**src/rtl/frcs_pkg.sv**
```systemverilog
// ----------------------------------------------------------------------------
// frcs_pkg
// constants, types and helpers of the fill rectangle chunk splitter
// ----------------------------------------------------------------------------
`default_nettype none

package frcs_pkg;

    localparam int DISPLAY_WIDTH  = 320;
    localparam int DISPLAY_HEIGHT = 240;
    localparam int CHUNK_PIXELS   = 5120;
    localparam int MAX_RESULTS    = 32;

    localparam int COLOR_W  = 24;
    localparam int RGB565_W = 16;
    localparam int COORD_W  = 9;
    localparam int COUNT_W  = 13;
    localparam int STATUS_W = 2;

    // widest pixel total that can pass the bounds check
    localparam int TOTAL_W   = $clog2(DISPLAY_WIDTH * DISPLAY_HEIGHT + 1);
    localparam int CHUNK_W   = $clog2(CHUNK_PIXELS + 1);
    localparam int CMP_W     = (TOTAL_W > CHUNK_W) ? TOTAL_W : CHUNK_W;
    localparam int RES_W     = $clog2(MAX_RESULTS);
    localparam int DIV_CNT_W = $clog2(TOTAL_W + 1);

    typedef enum logic [STATUS_W-1:0] {
        STATUS_CHUNK  = 2'd0,
        STATUS_REJECT = 2'd1,
        STATUS_EMPTY  = 2'd2
    } status_t;

    typedef enum logic [2:0] {
        ST_IDLE,
        ST_CHECK,
        ST_DIV,
        ST_DIV_WAIT,
        ST_EMIT
    } state_t;

    typedef struct packed {
        logic               start;
        logic [TOTAL_W-1:0] dividend;
        logic [COORD_W-1:0] divisor;
    } div_req_t;

    typedef struct packed {
        logic               done;
        logic [TOTAL_W-1:0] quotient;
        logic [COORD_W-1:0] remainder;
    } div_rsp_t;

    typedef struct packed {
        logic [COORD_W-1:0]  win_x_first;
        logic [COORD_W-1:0]  win_x_last;
        logic [COORD_W-1:0]  win_y_first;
        logic [COORD_W-1:0]  win_y_last;
        logic [COUNT_W-1:0]  pixel_count;
        logic [RGB565_W-1:0] color_rgb565;
        status_t             status;
        logic                last;
    } res_t;

    function automatic logic [RGB565_W-1:0] to_565(input logic [COLOR_W-1:0] c);
        return {c[23:19], c[15:10], c[7:3]};
    endfunction

endpackage

`default_nettype wire

```
**src/rtl/frcs_if.sv**
```systemverilog
// ----------------------------------------------------------------------------
// frcs_cmd_if / frcs_chunk_if
// valid/ready channels for fill commands and chunk results
// ----------------------------------------------------------------------------
`default_nettype none

interface frcs_cmd_if;
    import frcs_pkg::*;

    logic               valid;
    logic               ready;
    logic [COLOR_W-1:0] color_rgb888;
    logic [COORD_W-1:0] x_start;
    logic [COORD_W-1:0] x_width;
    logic [COORD_W-1:0] y_start;
    logic [COORD_W-1:0] y_span;

    modport source (
        output valid, color_rgb888, x_start, x_width, y_start, y_span,
        input  ready
    );
    modport sink (
        input  valid, color_rgb888, x_start, x_width, y_start, y_span,
        output ready
    );
endinterface

interface frcs_chunk_if;
    import frcs_pkg::*;

    logic                valid;
    logic                ready;
    logic [COORD_W-1:0]  win_x_first;
    logic [COORD_W-1:0]  win_x_last;
    logic [COORD_W-1:0]  win_y_first;
    logic [COORD_W-1:0]  win_y_last;
    logic [COUNT_W-1:0]  pixel_count;
    logic [RGB565_W-1:0] color_rgb565;
    logic [STATUS_W-1:0] status;
    logic                last;

    modport source (
        output valid, win_x_first, win_x_last, win_y_first, win_y_last,
               pixel_count, color_rgb565, status, last,
        input  ready
    );
    modport sink (
        input  valid, win_x_first, win_x_last, win_y_first, win_y_last,
               pixel_count, color_rgb565, status, last,
        output ready
    );
endinterface

`default_nettype wire

```
**src/rtl/frcs_div.sv**
```systemverilog
// ----------------------------------------------------------------------------
// frcs_div
// restoring divider, one quotient bit per cycle, splits a pixel offset
// into row and column
// ----------------------------------------------------------------------------
`default_nettype none

module frcs_div (
    input  logic               clk,
    input  logic               rst_n,
    input  frcs_pkg::div_req_t req,
    output frcs_pkg::div_rsp_t rsp
);
    import frcs_pkg::*;

    logic                 busy_reg, busy_next;
    logic                 done_reg, done_next;
    logic [DIV_CNT_W-1:0] cnt_reg, cnt_next;
    logic [COORD_W-1:0]   rem_reg, rem_next;
    logic [TOTAL_W-1:0]   quo_reg, quo_next;
    logic [COORD_W-1:0]   dsr_reg, dsr_next;

    logic [COORD_W:0]     trial;
    logic [COORD_W:0]     diff;
    logic                 fits;

    always_comb
    begin
        trial = {rem_reg, quo_reg[TOTAL_W-1]};
        diff  = trial - {1'b0, dsr_reg};
        fits  = (trial >= {1'b0, dsr_reg});

        busy_next = busy_reg;
        done_next = 1'b0;
        cnt_next  = cnt_reg;
        rem_next  = rem_reg;
        quo_next  = quo_reg;
        dsr_next  = dsr_reg;

        if (req.start)
        begin
            busy_next = 1'b1;
            cnt_next  = '0;
            rem_next  = '0;
            quo_next  = req.dividend;
            dsr_next  = req.divisor;
        end
        else if (busy_reg)
        begin
            // partial remainder stays below the divisor, so it fits COORD_W bits
            rem_next = fits ? diff[COORD_W-1:0] : trial[COORD_W-1:0];
            quo_next = (quo_reg << 1) | TOTAL_W'(fits);
            cnt_next = cnt_reg + 1'b1;
            if (cnt_reg == DIV_CNT_W'(TOTAL_W - 1))
            begin
                busy_next = 1'b0;
                done_next = 1'b1;
            end
        end
    end

    always_ff @(posedge clk or negedge rst_n)
    begin
        if (!rst_n)
        begin
            busy_reg <= 1'b0;
            done_reg <= 1'b0;
            cnt_reg  <= '0;
        end
        else
        begin
            busy_reg <= busy_next;
            done_reg <= done_next;
            cnt_reg  <= cnt_next;
        end
    end

    always_ff @(posedge clk)
    begin
        rem_reg <= rem_next;
        quo_reg <= quo_next;
        dsr_reg <= dsr_next;
    end

    assign rsp.done      = done_reg;
    assign rsp.quotient  = quo_reg;
    assign rsp.remainder = rem_reg;

endmodule

`default_nettype wire

```
**src/rtl/fill_rect_chunk_splitter.sv**
```systemverilog
// ----------------------------------------------------------------------------
// fill_rect_chunk_splitter
// splits a solid-fill rectangle into clipped display windows with pixel counts
// ----------------------------------------------------------------------------
// usage
//   cmd takes one fill command (rgb888 color, start point, size); chunk gives
//   one item per window, the final one of a command flagged with last.
//   a rectangle past the display edge gives one rejected item, an empty one
//   gives one empty item; both carry zero window, count and color.
//   cmd.ready is high only while no command is in work; a command is taken
//   again as soon as its final item sits in the output register.
//   a rejected or empty item is loaded in the check state once the output
//   register is free. for each chunk the shared restoring divider turns the
//   pixel offset into row and column one bit a cycle; the sequencer starts it,
//   waits for its done and then emits the chunk.
//   when chunk.ready is low the output register holds its item; the next
//   division still runs and the sequencer waits at emit until the slot frees.
//   reset clears the sequencer and the output valid flag; no item is pending.
// ----------------------------------------------------------------------------
`default_nettype none

module fill_rect_chunk_splitter (
    input  logic         clk,
    input  logic         rst_n,
    frcs_cmd_if.sink     cmd,
    frcs_chunk_if.source chunk
);
    import frcs_pkg::*;

    state_t             state_reg, state_next;

    logic [COLOR_W-1:0] color_reg;
    logic [COORD_W-1:0] xs_reg, xw_reg, ys_reg, yh_reg;
    logic [TOTAL_W-1:0] total_reg;
    logic [TOTAL_W-1:0] pixels_done_reg, pixels_done_next;
    logic [RES_W-1:0]   n_reg, n_next;
    logic               out_valid_reg, out_valid_next;
    res_t               out_reg, out_next;

    logic               cmd_fire;
    logic               out_free;
    logic               oob;
    logic               empty;

    logic               latch_cmd;
    logic               load_total;
    logic               load_status;
    logic               load_chunk;
    logic               div_start;

    div_req_t           div_req;
    div_rsp_t           div_rsp;

    logic [COORD_W:0]     x1_sum, y1_sum;
    logic [COORD_W+1:0]   x2_sum, y2_sum;
    logic [COORD_W-1:0]   x2_clip, y2_clip;
    logic [TOTAL_W-1:0]   npix_raw, npix;
    logic [TOTAL_W-1:0]   done_sum;
    logic                 fin;
    logic [2*COORD_W-1:0] product;

    assign cmd_fire = cmd.valid && cmd.ready;
    assign out_free = !out_valid_reg || chunk.ready;
    assign cmd.ready = (state_reg == ST_IDLE);

    assign oob = (({1'b0, xs_reg} + {1'b0, xw_reg}) > (COORD_W+1)'(DISPLAY_WIDTH)) ||
                 (({1'b0, ys_reg} + {1'b0, yh_reg}) > (COORD_W+1)'(DISPLAY_HEIGHT));
    assign empty   = (xw_reg == '0) || (yh_reg == '0);
    assign product = xw_reg * yh_reg;

    // chunk geometry from the divider's row and column of the next pixel
    always_comb
    begin
        x1_sum = {1'b0, xs_reg} + {1'b0, div_rsp.remainder};
        y1_sum = {1'b0, ys_reg} + {1'b0, COORD_W'(div_rsp.quotient)};
        x2_sum = (COORD_W+2)'(x1_sum) + (COORD_W+2)'(xw_reg) - 1'b1;
        y2_sum = (COORD_W+2)'(y1_sum) + (COORD_W+2)'(yh_reg) - 1'b1;
        x2_clip = (x2_sum > (COORD_W+2)'(DISPLAY_WIDTH - 1))
                  ? COORD_W'(DISPLAY_WIDTH - 1) : x2_sum[COORD_W-1:0];
        y2_clip = (y2_sum > (COORD_W+2)'(DISPLAY_HEIGHT - 1))
                  ? COORD_W'(DISPLAY_HEIGHT - 1) : y2_sum[COORD_W-1:0];

        // mid-row start finishes only that row
        if (div_rsp.remainder != '0)
            npix_raw = TOTAL_W'(xw_reg - div_rsp.remainder);
        else
            npix_raw = total_reg - pixels_done_reg;

        if (CMP_W'(npix_raw) > CMP_W'(CHUNK_PIXELS))
            npix = TOTAL_W'(CHUNK_PIXELS);
        else
            npix = npix_raw;

        done_sum = pixels_done_reg + npix;
        fin      = (done_sum >= total_reg) || (n_reg == RES_W'(MAX_RESULTS - 1));
    end

    // next state
    always_comb
    begin
        state_next = state_reg;
        case (state_reg)
            ST_IDLE:
            begin
                if (cmd_fire)
                    state_next = ST_CHECK;
            end
            ST_CHECK:
            begin
                if (oob || empty)
                begin
                    if (out_free)
                        state_next = ST_IDLE;
                end
                else
                    state_next = ST_DIV;
            end
            ST_DIV:
                state_next = ST_DIV_WAIT;
            ST_DIV_WAIT:
            begin
                if (div_rsp.done)
                    state_next = ST_EMIT;
            end
            ST_EMIT:
            begin
                if (out_free)
                    state_next = fin ? ST_IDLE : ST_DIV;
            end
            default:
                state_next = ST_IDLE;
        endcase
    end

    // sequencer outputs
    always_comb
    begin
        latch_cmd   = 1'b0;
        load_total  = 1'b0;
        load_status = 1'b0;
        load_chunk  = 1'b0;
        div_start   = 1'b0;
        case (state_reg)
            ST_IDLE:
                latch_cmd = cmd_fire;
            ST_CHECK:
            begin
                if (oob || empty)
                    load_status = out_free;
                else
                    load_total = 1'b1;
            end
            ST_DIV:
                div_start = 1'b1;
            ST_DIV_WAIT:
                div_start = 1'b0;
            ST_EMIT:
                load_chunk = out_free;
            default:
                div_start = 1'b0;
        endcase
    end

    assign div_req.start    = div_start;
    assign div_req.dividend = pixels_done_reg;
    assign div_req.divisor  = xw_reg;

    frcs_div u_div (
        .clk   (clk),
        .rst_n (rst_n),
        .req   (div_req),
        .rsp   (div_rsp)
    );

    always_comb
    begin
        pixels_done_next = pixels_done_reg;
        n_next           = n_reg;
        out_valid_next   = out_valid_reg && !chunk.ready;
        out_next         = out_reg;

        if (load_total)
        begin
            pixels_done_next = '0;
            n_next           = '0;
        end

        if (load_status)
        begin
            out_next        = '0;
            out_next.status = oob ? STATUS_REJECT : STATUS_EMPTY;
            out_next.last   = 1'b1;
            out_valid_next  = 1'b1;
        end
        else if (load_chunk)
        begin
            out_next.win_x_first  = x1_sum[COORD_W-1:0];
            out_next.win_x_last   = x2_clip;
            out_next.win_y_first  = y1_sum[COORD_W-1:0];
            out_next.win_y_last   = y2_clip;
            out_next.pixel_count  = COUNT_W'(npix);
            out_next.color_rgb565 = to_565(color_reg);
            out_next.status       = STATUS_CHUNK;
            out_next.last         = fin;
            out_valid_next        = 1'b1;
            pixels_done_next      = fin ? '0 : done_sum;
            n_next                = n_reg + 1'b1;
        end
    end

    always_ff @(posedge clk or negedge rst_n)
    begin
        if (!rst_n)
        begin
            state_reg       <= ST_IDLE;
            pixels_done_reg <= '0;
            n_reg           <= '0;
            out_valid_reg   <= 1'b0;
        end
        else
        begin
            state_reg       <= state_next;
            pixels_done_reg <= pixels_done_next;
            n_reg           <= n_next;
            out_valid_reg   <= out_valid_next;
        end
    end

    always_ff @(posedge clk)
    begin
        if (latch_cmd)
        begin
            color_reg <= cmd.color_rgb888;
            xs_reg    <= cmd.x_start;
            xw_reg    <= cmd.x_width;
            ys_reg    <= cmd.y_start;
            yh_reg    <= cmd.y_span;
        end
        if (load_total)
            total_reg <= TOTAL_W'(product);
        out_reg <= out_next;
    end

    assign chunk.valid        = out_valid_reg;
    assign chunk.win_x_first  = out_reg.win_x_first;
    assign chunk.win_x_last   = out_reg.win_x_last;
    assign chunk.win_y_first  = out_reg.win_y_first;
    assign chunk.win_y_last   = out_reg.win_y_last;
    assign chunk.pixel_count  = out_reg.pixel_count;
    assign chunk.color_rgb565 = out_reg.color_rgb565;
    assign chunk.status       = out_reg.status;
    assign chunk.last         = out_reg.last;

endmodule

`default_nettype wire

```
**src/flat_wrapper.sv**
```systemverilog
// flat-port wrapper written by rule: the top's interface ports become plain ports
module fill_rect_chunk_splitter_flat import frcs_pkg::*;
  (clk, rst_n, cmd_valid, cmd_color_rgb888, cmd_x_start, cmd_x_width, cmd_y_start, cmd_y_span, cmd_ready, chunk_valid, chunk_win_x_first, chunk_win_x_last, chunk_win_y_first, chunk_win_y_last, chunk_pixel_count, chunk_color_rgb565, chunk_status, chunk_last, chunk_ready);
  frcs_cmd_if cmd_i ();
  frcs_chunk_if chunk_i ();
  input  logic clk;
  input  logic rst_n;
  input wire logic [$bits(cmd_i.valid)-1:0] cmd_valid;
  input wire logic [$bits(cmd_i.color_rgb888)-1:0] cmd_color_rgb888;
  input wire logic [$bits(cmd_i.x_start)-1:0] cmd_x_start;
  input wire logic [$bits(cmd_i.x_width)-1:0] cmd_x_width;
  input wire logic [$bits(cmd_i.y_start)-1:0] cmd_y_start;
  input wire logic [$bits(cmd_i.y_span)-1:0] cmd_y_span;
  output wire logic [$bits(cmd_i.ready)-1:0] cmd_ready;
  output wire logic [$bits(chunk_i.valid)-1:0] chunk_valid;
  output wire logic [$bits(chunk_i.win_x_first)-1:0] chunk_win_x_first;
  output wire logic [$bits(chunk_i.win_x_last)-1:0] chunk_win_x_last;
  output wire logic [$bits(chunk_i.win_y_first)-1:0] chunk_win_y_first;
  output wire logic [$bits(chunk_i.win_y_last)-1:0] chunk_win_y_last;
  output wire logic [$bits(chunk_i.pixel_count)-1:0] chunk_pixel_count;
  output wire logic [$bits(chunk_i.color_rgb565)-1:0] chunk_color_rgb565;
  output wire logic [$bits(chunk_i.status)-1:0] chunk_status;
  output wire logic [$bits(chunk_i.last)-1:0] chunk_last;
  input wire logic [$bits(chunk_i.ready)-1:0] chunk_ready;
  assign cmd_i.valid = cmd_valid;
  assign cmd_i.color_rgb888 = cmd_color_rgb888;
  assign cmd_i.x_start = cmd_x_start;
  assign cmd_i.x_width = cmd_x_width;
  assign cmd_i.y_start = cmd_y_start;
  assign cmd_i.y_span = cmd_y_span;
  assign cmd_ready = cmd_i.ready;
  assign chunk_valid = chunk_i.valid;
  assign chunk_win_x_first = chunk_i.win_x_first;
  assign chunk_win_x_last = chunk_i.win_x_last;
  assign chunk_win_y_first = chunk_i.win_y_first;
  assign chunk_win_y_last = chunk_i.win_y_last;
  assign chunk_pixel_count = chunk_i.pixel_count;
  assign chunk_color_rgb565 = chunk_i.color_rgb565;
  assign chunk_status = chunk_i.status;
  assign chunk_last = chunk_i.last;
  assign chunk_i.ready = chunk_ready;
  fill_rect_chunk_splitter u_core (.clk(clk), .rst_n(rst_n), .cmd(cmd_i), .chunk(chunk_i));
endmodule
```
**config.mk**
```make
export PLATFORM = sky130hd
export DESIGN_NAME = fill_rect_chunk_splitter_flat
export DESIGN_NICKNAME = d
export VERILOG_FILES = /design/src/rtl/frcs_pkg.sv /design/src/rtl/frcs_if.sv /design/src/rtl/frcs_div.sv /design/src/rtl/fill_rect_chunk_splitter.sv /design/src/flat_wrapper.sv
export SDC_FILE = /design/constraint.sdc
export NUM_CORES = 1
export LEC_CHECK = 0
export ABC_CLOCK_PERIOD_IN_PS = 7280
export BUFFER_PORTS_ARGS = -buffer_cell sky130_fd_sc_hd__buf_4
export CAP_MARGIN = 25
export CORE_UTILIZATION = 60
export CTS_CLUSTER_SIZE = 40
export DETAILED_ROUTE_END_ITERATION = 6
export GPL_TIMING_DRIVEN = 0
export PLACE_DENSITY = 0.8
export SKIP_CTS_REPAIR_TIMING = 1
export SYNTH_ARGS = -nofsm -noshare
export SYNTH_HDL_FRONTEND = slang
export SYNTH_SLANG_ARGS = --single-unit
```
**constraint.sdc**
```tcl
create_clock -name clk -period 7.28 [get_ports clk]
set_input_delay 1.456 -clock clk [delete_from_list [all_inputs] [get_ports clk]]
set_output_delay 1.456 -clock clk [all_outputs]
set_load 0.1 [all_outputs]
```
==> impl_metrics.json <==
{
  "grt_antenna_before_repair": 0,
  "core.rowCount": 57,
  "peakVddDrop_v": 0.0003354,
  "drt_pre_antenna_iters": 5,
  "crit_path_frequent_cell": "sky130_fd_sc_hd__ha_1",
  "synth_warnings": 0,
  "postLayoutSetupSlackWorst_ps": 322.9,
  "syn_inst": 1564,
  "antenna_violating_nets_post_route": 0,
  "post_synth_main_area_contributors": "sky130_fd_sc_hd__edfxtp_1, sky130_fd_sc_hd__ha_1, sky130_fd_sc_hd__dfxtp_1, sky130_fd_sc_hd__fa_1, sky130_fd_sc_hd__dfrtp_1",
  "fin_worst_hold_slack_ps": 446.0,
  "power.combinational.fraction_pct": 61.9,
  "power.static_leakage_uw": 0.008120,
  "synth.top_cells.by_count": "sky130_fd_sc_hd__inv_1, sky130_fd_sc_hd__ha_1, sky130_fd_sc_hd__nor2_1, sky130_fd_sc_hd__edfxtp_1, sky130_fd_sc_hd__nand2_1",
  "io-pin-count": 134,
  "p_sw_share_pct": 45.22,
  "viasPerCell": 5.916,
  "place.gp.congestion": 0.9661,
  "post-synth-top-area-fraction_pct": 19.25,
  "drt-initial-drc-count": 888,
  "tritoncts": "yes",
  "worst_path_max_delay_cell": "sky130_fd_sc_hd__edfxtp_1",
  "drv_slew": 0,
  "core_sq_um": 24530,
  "synth_enable_flop_cells": 97,
  "clock_tree.htree_level_count": 1,
  "type_of_the_setup_path_with_the_least_slack": "flop to flop",
  "hold_path_class": "flop to flop",
  "synth-adder-area-share_pct": 22.61,
  "synth-xor-area-share_pct": 5.267,
  "via_count_of_the_first_global_routing_pass": 11840,
  "synth.yosys.seq_area_share_pct": 34.63,
  "fin_skew_ps": 27.36,
  "synth_async_sr_flop_share_pct": 16.10,
  "synth_simple_gate_area_share_pct": 12.69,
  "drc_errors": 0,
  "post-route-util_pct": 71.18,
  "power.switching_uw": 3394,
  "arrival_ps": 7420,
  "cell_area_synth_sq_um": 15130,
  "cts_root_buffer": "sky130_fd_sc_hd__clkbuf_16",
  "congestion_overflow_gr": 0,
  "overall_routing_resource_usage_pct": 30.31,
  "timing.critical_path.required_ps": 7750,
  "path_clk_slew_ps": 60,
  "timing.final.hold_violations": 0,
  "synthDistinctLibCells": 70,
  "synthDominantAreaCellType": "sky130_fd_sc_hd__edfxtp_1",
  "grt_start_max_net_pins": 42,
  "critPathBufInv": 5,
  "post-dp-hpwl_um": 31200,
  "initial_core_util_pct": 61.68,
  "setup_viol": 0,
  "crit_share_post_route_pct": 95.56,
  "post_synth_mux_area_share_pct": 2.075,
  "nets_finish": 2027,
  "cp-start-kind": "flop",
  "clock_sink_count": 205,
  "cellInternalPower_uw": 4111,
  "routed_wire_length_per_instance_um": 19.09,
  "cellPowerDensity_nw_per_um2": 429.8,
  "path_delay_family": "compound AO/OA/AOI/OAI gates",
  "dieArea_sq_um": 25860,
  "buffer_ports.inserted": 125,
  "clkPwrFrac_pct": 16.6,
  "timing_worst_slew_pin_value_ps": 1075,
  "grt_pass1_wl_um": 61520,
  "maxCapViolCount": 0,
  "setup-tns-final_ps": 0,
  "yosys.cell_count.top_type": "sky130_fd_sc_hd__inv_1",
  "routed_wl_um": 39460,
  "worstSkewPairLatency_ps": 540,
  "fraction_of_final_layout_cells_with_drive_strength_greater_than_1_pct": 13.08,
  "synth-main-ff-cell": "sky130_fd_sc_hd__edfxtp_1",
  "synth_seq_cells": 205,
  "post_synth.cell_area_avg_sq_um": 9.675,
  "synth-compound-area-share_pct": 16.21,
  "chipWidth_um": 160.8,
  "pre_cts_slack_ps": -796.2,
  "post-route-min-period_ps": 6957,
  "area_growth_pct": 15.40,
  "dr_total_vias": 12230,
  "seq_power_share_pct": 21.5,
  "critPathCaptureType": "flop",
  "nFillCells": 1881,
  "clock_path_buffers": 3,
  "max_freq_mhz": 143.7,
  "worstPathMaxFanout": 10,
  "chipHeight_um": 160.8,
  "synth_top_family_by_area": "adder cells",
  "cpPeakStageDelay_ps": 500,
  "cts_made_buffers": 24,
  "slew_headroom_pct": 27.57,
  "insertedDiodeCount": 0,
  "status": "completed"
}
## placed cells by master, fill, tap and decap left out, types with 8 or more instances in the layout
| cell | count |
|---|---|
| sky130_fd_sc_hd__clkbuf_1 | 33 |
| sky130_fd_sc_hd__and3_1 | 12 |
| sky130_fd_sc_hd__o21a_1 | 16 |
| sky130_fd_sc_hd__mux2_2 | 19 |
| sky130_fd_sc_hd__edfxtp_1 | 97 |
| sky130_fd_sc_hd__inv_1 | 202 |
| sky130_fd_sc_hd__mux2i_1 | 9 |
| sky130_fd_sc_hd__o21bai_1 | 16 |
| sky130_fd_sc_hd__nor2_1 | 123 |
| sky130_fd_sc_hd__fa_1 | 59 |
| sky130_fd_sc_hd__o211ai_1 | 8 |
| sky130_fd_sc_hd__a21oi_1 | 83 |
| sky130_fd_sc_hd__and2_1 | 12 |
| sky130_fd_sc_hd__nor3_1 | 31 |
| sky130_fd_sc_hd__a211oi_1 | 15 |
| sky130_fd_sc_hd__o2bb2ai_1 | 9 |
| sky130_fd_sc_hd__o21ai_0 | 61 |
| sky130_fd_sc_hd__buf_4 | 136 |
| sky130_fd_sc_hd__ha_1 | 179 |
| sky130_fd_sc_hd__nor3b_1 | 8 |
| sky130_fd_sc_hd__xor2_1 | 34 |
| sky130_fd_sc_hd__nand3_1 | 31 |
| sky130_fd_sc_hd__dfrtp_1 | 33 |
| sky130_fd_sc_hd__or3_1 | 14 |
| sky130_fd_sc_hd__nand2b_1 | 18 |
| sky130_fd_sc_hd__nand2_1 | 88 |
| sky130_fd_sc_hd__dfxtp_1 | 75 |
| sky130_fd_sc_hd__nor2b_1 | 21 |
| sky130_fd_sc_hd__xnor2_1 | 57 |
| sky130_fd_sc_hd__a32o_1 | 9 |
| sky130_fd_sc_hd__clkbuf_16 | 25 |
| sky130_fd_sc_hd__nand4_1 | 11 |
| sky130_fd_sc_hd__a21o_1 | 27 |
| sky130_fd_sc_hd__a22o_1 | 46 |
## metal layers
metal / wire [um] / global-route usage (%)
met5: 0 / 0
met4: 1568 / 11.96
met3: 2473 / 4.132
met2: 18310 / 49.13
met1: 17110 / 41.19
## logic make-up after synthesis
kind of cell             Yosys count
buffers and inverters            249
other                              1
AO/OA/AOI/OAI                    354
multiplexers                      29
adder cells (fa/ha/maj)          238
AND/OR/NAND/NOR                  397
flip-flops                       205
XOR/XNOR                          91
## worst reg2reg max path: cells and delay by family, from the launching register on
| kind | cells | cell delay (ps) |
|---|---|---|
| AO/OA/AOI/OAI | 12 | 2380 |
| XOR/XNOR | 2 | 280 |
| adder cells (fa/ha/maj) | 4 | 1180 |
| buffers and inverters | 5 | 810 |
| flip-flops | 1 | 500 |
| multiplexers | 1 | 320 |
| AND/OR/NAND/NOR | 6 | 1470 |
## metrics by stage
stage	cells	total power [uW]	cell area (sq um)
floorplan	1566	5037	15140
global placement	2015	5955	16480
detailed placement	2017	6099	16530
CTS	2061	7406	17360
global route	2067	8074	17460
finish	2067	7506	17460
## path summary, 6_finish.rpt
path | to | cells past startpoint | from | slack [ps]
max in group asynchronous | u_core.chunk.valid | 1 | rst_n | 6090
min in group asynchronous | u_core.pixels_done_reg[9] | 1 | rst_n | 870
worst max register to register | u_core.pixels_done_reg[9] | 30 | u_core.xw_reg[0] | 320
worst min register to register | u_core.chunk.last | 2 | u_core.chunk.last | 450
worst min-delay path | u_core.chunk.last | 2 | u_core.chunk.last | 450
worst max-delay path | u_core.pixels_done_reg[9] | 30 | u_core.xw_reg[0] | 320
## power groups by stage
stage               clock (uW)  sequential, uW  combinational [uW]
finish                    1250            1620                4640
global route              1300            1630                5150
CTS                       1260            1610                4540
detailed placement           0            1630                4470
global placement             0            1630                4320
floorplan                    0            1640                3390
## cell type report
cell class              instances  area, sq um  area share, %
multi-input cells            1112         8965          51.34
repair buffers                133         1022          5.854
plain buffers                  43        222.7          1.275
inverters                     206        777.0          4.450
flip-flops and latches        205         5240          30.01
well taps                     324        405.4          2.322
clock inverters                12        157.7         0.9028
clock buffers                  32        671.9          3.848
(Power assumes the default switching activity.)
